$ cat config.mk
export PLATFORM = sky130hd
export DESIGN_NAME = pxh_ctrl
export DESIGN_NICKNAME = d
export VERILOG_FILES = /design/src/hw/rtl/pxh_pkg.sv /design/src/hw/rtl/pxh_ctrl.sv
export SDC_FILE = /design/constraint.sdc
export NUM_CORES = 1
export LEC_CHECK = 0
export BUFFER_PORTS_ARGS = -buffer_cell sky130_fd_sc_hd__buf_2
export CORE_AREA = 5 5 42 44
export DETAILED_ROUTE_END_ITERATION = 10
export DIE_AREA = 0 0 47 49
export PLACE_DENSITY = 0.4
export SYNTH_ARGS = -nofsm -noshare
export SYNTH_HDL_FRONTEND = slang
export SYNTH_SLANG_ARGS = --single-unit
$ cat constraint.sdc
create_clock -name clk_i -period 1.15 [get_ports clk_i]
set_input_delay 0.2875 -clock clk_i [delete_from_list [all_inputs] [get_ports clk_i]]
set_output_delay 0.2875 -clock clk_i [all_outputs]
set_load 0.1 [all_outputs]
$ cat src/hw/rtl/pxh_pkg.sv
`timescale 1ns / 1ps

package pxh_pkg;

  // width of the result fields on the port
  localparam int unsigned FIELD_W = 24;

  // command codes
  localparam logic CMD_ACCUM = 1'b0;
  localparam logic CMD_READ  = 1'b1;

  typedef struct packed {
    logic       cmd;
    logic [7:0] pixel;
    logic [7:0] bin_index;
    logic       frame_start;
  } in_req_t;

  typedef struct packed {
    logic [FIELD_W-1:0] bin_count;
    logic [FIELD_W-1:0] max_count;
  } out_rsp_t;

  // controller -> datapath
  typedef struct packed {
    logic capture;  // latch the incoming request
    logic clr_wr;   // clear sweep write, one bin per cycle
    logic rd_en;    // read the selected bin
    logic update;   // write back, update max, load output
  } ctrl_t;

  // datapath -> controller
  typedef struct packed {
    logic req_fs;    // incoming request carries frame start
    logic clr_last;  // sweep is at its last bin
    logic out_free;  // output register can take a result
  } stat_t;

  function automatic logic [FIELD_W-1:0] to_field(logic [31:0] v);
    return v[FIELD_W-1:0];
  endfunction

endpackage

$ cat src/hw/rtl/pxh_ctrl.sv
`timescale 1ns / 1ps

module pxh_ctrl (
  input  logic          clk_i,
  input  logic          rst_ni,
  input  logic          in_valid_i,
  output logic          in_stall_o,
  input  pxh_pkg::stat_t stat_i,
  output pxh_pkg::ctrl_t ctrl_o
);

  localparam logic [2:0] ST_INIT  = 3'd0;  // sweep after reset
  localparam logic [2:0] ST_IDLE  = 3'd1;
  localparam logic [2:0] ST_CLEAR = 3'd2;  // sweep for frame start
  localparam logic [2:0] ST_READ  = 3'd3;
  localparam logic [2:0] ST_RESP  = 3'd4;

  logic [2:0] state_q, state_d;

  always_comb begin
    state_d        = state_q;
    ctrl_o         = '0;
    in_stall_o     = 1'b1;
    case (state_q)
      ST_INIT: begin
        ctrl_o.clr_wr = 1'b1;
        if (stat_i.clr_last) begin
          state_d = ST_IDLE;
        end
      end
      ST_IDLE: begin
        in_stall_o = 1'b0;
        if (in_valid_i) begin
          ctrl_o.capture = 1'b1;
          state_d = stat_i.req_fs ? ST_CLEAR : ST_READ;
        end
      end
      ST_CLEAR: begin
        ctrl_o.clr_wr = 1'b1;
        if (stat_i.clr_last) begin
          state_d = ST_READ;
        end
      end
      ST_READ: begin
        ctrl_o.rd_en = 1'b1;
        state_d = ST_RESP;
      end
      ST_RESP: begin
        if (stat_i.out_free) begin
          ctrl_o.update = 1'b1;
          state_d = ST_IDLE;
        end
      end
      default: begin
        state_d = ST_INIT;
      end
    endcase
  end

  always_ff @(posedge clk_i or negedge rst_ni) begin
    if (!rst_ni) begin
      state_q <= ST_INIT;
    end else begin
      state_q <= state_d;
    end
  end

endmodule

======== Yosys cells after proc, flatten, opt, wreduce, memory -nomap -nowiden ========
Cells that the tools add are included.
storage, ports and cells
  register bits ........................... 3
  word-level logic and storage cells ...... 25
cells by class
  equality and inequality tests ........... 8
  muxes and demuxes ....................... 13
  reduce and logical (&&, ||, !) cells .... 3
operators with widths
  kind                  count
  $pmux W3 S5           1
  $mux W3               4
  $mux W1               8
  $ne A2 B2 Y1 const B  4
  $eq A3 B2 Y1 const B  2
  $reduce_and A4 Y1     1
  $eq A3 B1 Y1 const B  1
  $eq A3 B3 Y1 const B  1
  $logic_not A3 Y1      1
  $reduce_or A2 Y1      1

======== Longest topological paths before layout ========
  word-level depth ........................ 3
  depth in mapped cells ................... 2

======== Least setup slack after synthesis ========
OpenSTA, ideal clock, no wires.
  path type ............................... register -> output
  start ................................... reg state_q[0]
  end ..................................... out ctrl_o[0] in the netlist's numbering
  data arrival time ....................... 2,316 ps
  required time ........................... 863 ps
  path slack .............................. -1,453 ps
  stages on the path, launching flop included .. 2
  buffers on the path ..................... 0
  path through ............................ dfrtp_1 nor4bb_2
RTL lines
  element                   RTL line        text
  start: declaration        pxh_ctrl.sv:18  logic [2:0] state_q, state_d;
  start signal: assignment  pxh_ctrl.sv:64  state_q <= state_d;
  end: declaration          pxh_ctrl.sv:9   output pxh_pkg::ctrl_t ctrl_o

==> flow_summary.ini <==
[worst_setup_path]
r2r-start = state_q[1]$_DFFE_PN0P_
timing.critical_path.arrival_ps = 1270
startpoint = state_q[2]$_DFFE_PN0P_
regToRegSetupSlack_ps = 30
timing.rr.end = state_q[2]$_DFFE_PN0P_
crit_fanout = 5
worstPathRequired_ps = 860
rr_worst_depth = 3
worstSetupPathType = flop to primary output
end_kind = primary output
crit_end = ctrl_o[3]
worstSetupStartpointType = flop

[layout]
regMostFlops = state_q
largest_reg_flops = 3
layoutNonFillerInstCount = 55
area_delta_synth_final_pct = 151
insertedDiodeCount = 0
num-fill-cells = 151
reg_top3 = state_q (3)
final_area_sq_um = 455
fin_nets = 46
drive_above_1_share_pct = 74.4
fin_util_pct = 32.5

[timing]
fin_ws_ps = -403
maxSlewViolCount = 0
relSlewSlack_pct = 80.6
finClkSkew_ps = 1.59
worst_pin_slew_ps = 290
finalCritPeriodShare_pct = 135
setup_tns_ps = -1720
rsz0062_at_grt = true
final.min_clock_period_ps = 1550
fmax_mhz = 644
setup_viol = 5
hold_viol = 0

[worst_hold_path]
min_path_cells = 3
hold_class = input pin to flop

[logic_synthesis]
synth-simple-area-share_pct = 49.0
synth_top_area_share_pct = 41.4
synthTopCellsByArea = dfrtp_1 41%, nor4bb_2 9.0%, nor3b_2 6.9%
async_reset_ff_share_pct = 100
synth_warnings = 0
synth_top_family_by_area = simple AND/OR/NAND/NOR gates
syn_avg_cell_area_sq_um = 10.7
synth_nets = 23
yosysTopAreaCell = dfrtp_1
synth_xor_xnor_area_share_pct = 0
netlist_area_sq_um = 181
synth_seq_cells = 3
seq_area_frac_synth_pct = 41.4
synthCells = 17
yosysUniqueCellTypes = 15
ys.flop_type = dfrtp_1
synth_mux_area_share_pct = 0
yosysMostFrequentCell = dfrtp_1
synth_edf_count = 0
synthAdderAreaFrac_pct = 0
synth_compound_area_share_pct = 7.59

[floorplanning]
pin_count = 11
fp.dieH_microns = 49
die-area_sq_um = 2300
initial_core_util_pct = 12.9
dieWidth_microns = 47
rows = 14
core_sq_um = 1400

[clock_tree]
cts_tree = yes
cts_max_level = 1
cts_root_buf = clkbuf_4
numClockSinks = 3
cts_buffers = 3
insertion_delay_ps = 230
clockBufferDepth = 2
clk_pin_slew_ps = 40

[global_routing]
overflow = 0
grt_pass1_vias = 210
grt_usage_pct = 6.06
antenna_found_initial = 0
grt_pass1_wl_microns = 897
grt_max_degree = 7

[routing]
initialDrtViolationCount = 1
drt-total-wl_microns = 537
drtAntennaViolNets = 0
firstDrtPassIters = 2
wl_per_cell_microns = 9.76
avgViaCountPerCell = 3.75
num_vias = 206
drc_errors = 0

[placed_design]
port_buffers = 10
gp_congestion = 0.748
post_dp_cell_area_sq_um = 365
placed_cells = 46

[run_status]
status = finished with violations
violations = negative setup slack

[flow_run]
maxCapViolCount = 0
## placed cells by master (no fill, tap or decap)
| master | n |
|---|---|
| buf_2 | 5 |
| buf_12 | 5 |
| buf_4 | 4 |
| clkbuf_4 | 3 |
| buf_6 | 3 |
| dfrtp_2 | 3 |
| and3b_2 | 1 |
| nor3b_4 | 1 |
| inv_2 | 1 |
| nor4bb_4 | 1 |
| and2_4 | 1 |
| nor2_4 | 1 |
| nand3b_1 | 1 |
| nand2b_1 | 1 |
| a21oi_1 | 1 |
| nand2_1 | 1 |
| nor3b_1 | 1 |
| a211o_1 | 1 |
| nor4b_1 | 1 |
| or2_1 | 1 |
| clkbuf_1 | 1 |
| dlygate4sd3_1 | 1 |
## worst max-delay path, cell delays in order, from the launching register on
cell	delay [ps]
dfrtp_2	430
nor3b_4	250
and2_4	190
buf_12	160
## stage by stage
step,worst slack [ps],hold WS (ps)
after floorplan,-718,-8.09
after global placement,-150,84.7
after detailed placement,-180,90.7
after CTS,-404,341
after global routing,-465,355
final,-403,348
## kinds of logic after synthesis
logic type / Yosys count
simple gates: 11
compound gates: 2
flops: 3
buf+inv: 1
## per-layer routing
| metal | GRT usage [%] | routed length [microns] |
|---|---|---|
| met2 | 7.92 | 242 |
| met4 | 5.53 | 0 |
| met1 | 5.71 | 214 |
| met5 | 0 | 0 |
| met3 | 4.80 | 80 |
## layout make-up
| cell class | count | area (sq um) | area share, % |
|---|---|---|---|
| clock buffer | 4 | 26.3 | 5.77 |
| inverter | 1 | 3.75 | 0.824 |
| multi-input combinational | 13 | 128 | 28.0 |
| sequential | 3 | 78.8 | 17.3 |
| tap | 16 | 20.0 | 4.40 |
| timing repair buffer | 18 | 199 | 43.7 |
## worst min-delay path by stage
stage,end,startpoint
after floorplan,state_q[0]$_DFFE_PN0P_,rst_ni
after global placement,state_q[2]$_DFFE_PN0P_,rst_ni
after detailed placement,state_q[2]$_DFFE_PN0P_,rst_ni
after CTS,state_q[0]$_DFFE_PN0P_,stat_i[2]
after global routing,state_q[0]$_DFFE_PN0P_,stat_i[2]
final,state_q[0]$_DFFE_PN0P_,stat_i[2]
## timing repair
action | 4_1_cts | 5_1_grt
pin swaps | 4 | 3
gates resized for setup | 5 | 2
endpoints found under the setup margin | 5 | 7
setup buffers | 2 | 2
hold buffers | 1 | 0
endpoints found under the hold margin | 3 | 0
Power is not shown: default switching activity piles up to over one toggle a cycle in this logic, so the estimate is an artifact.
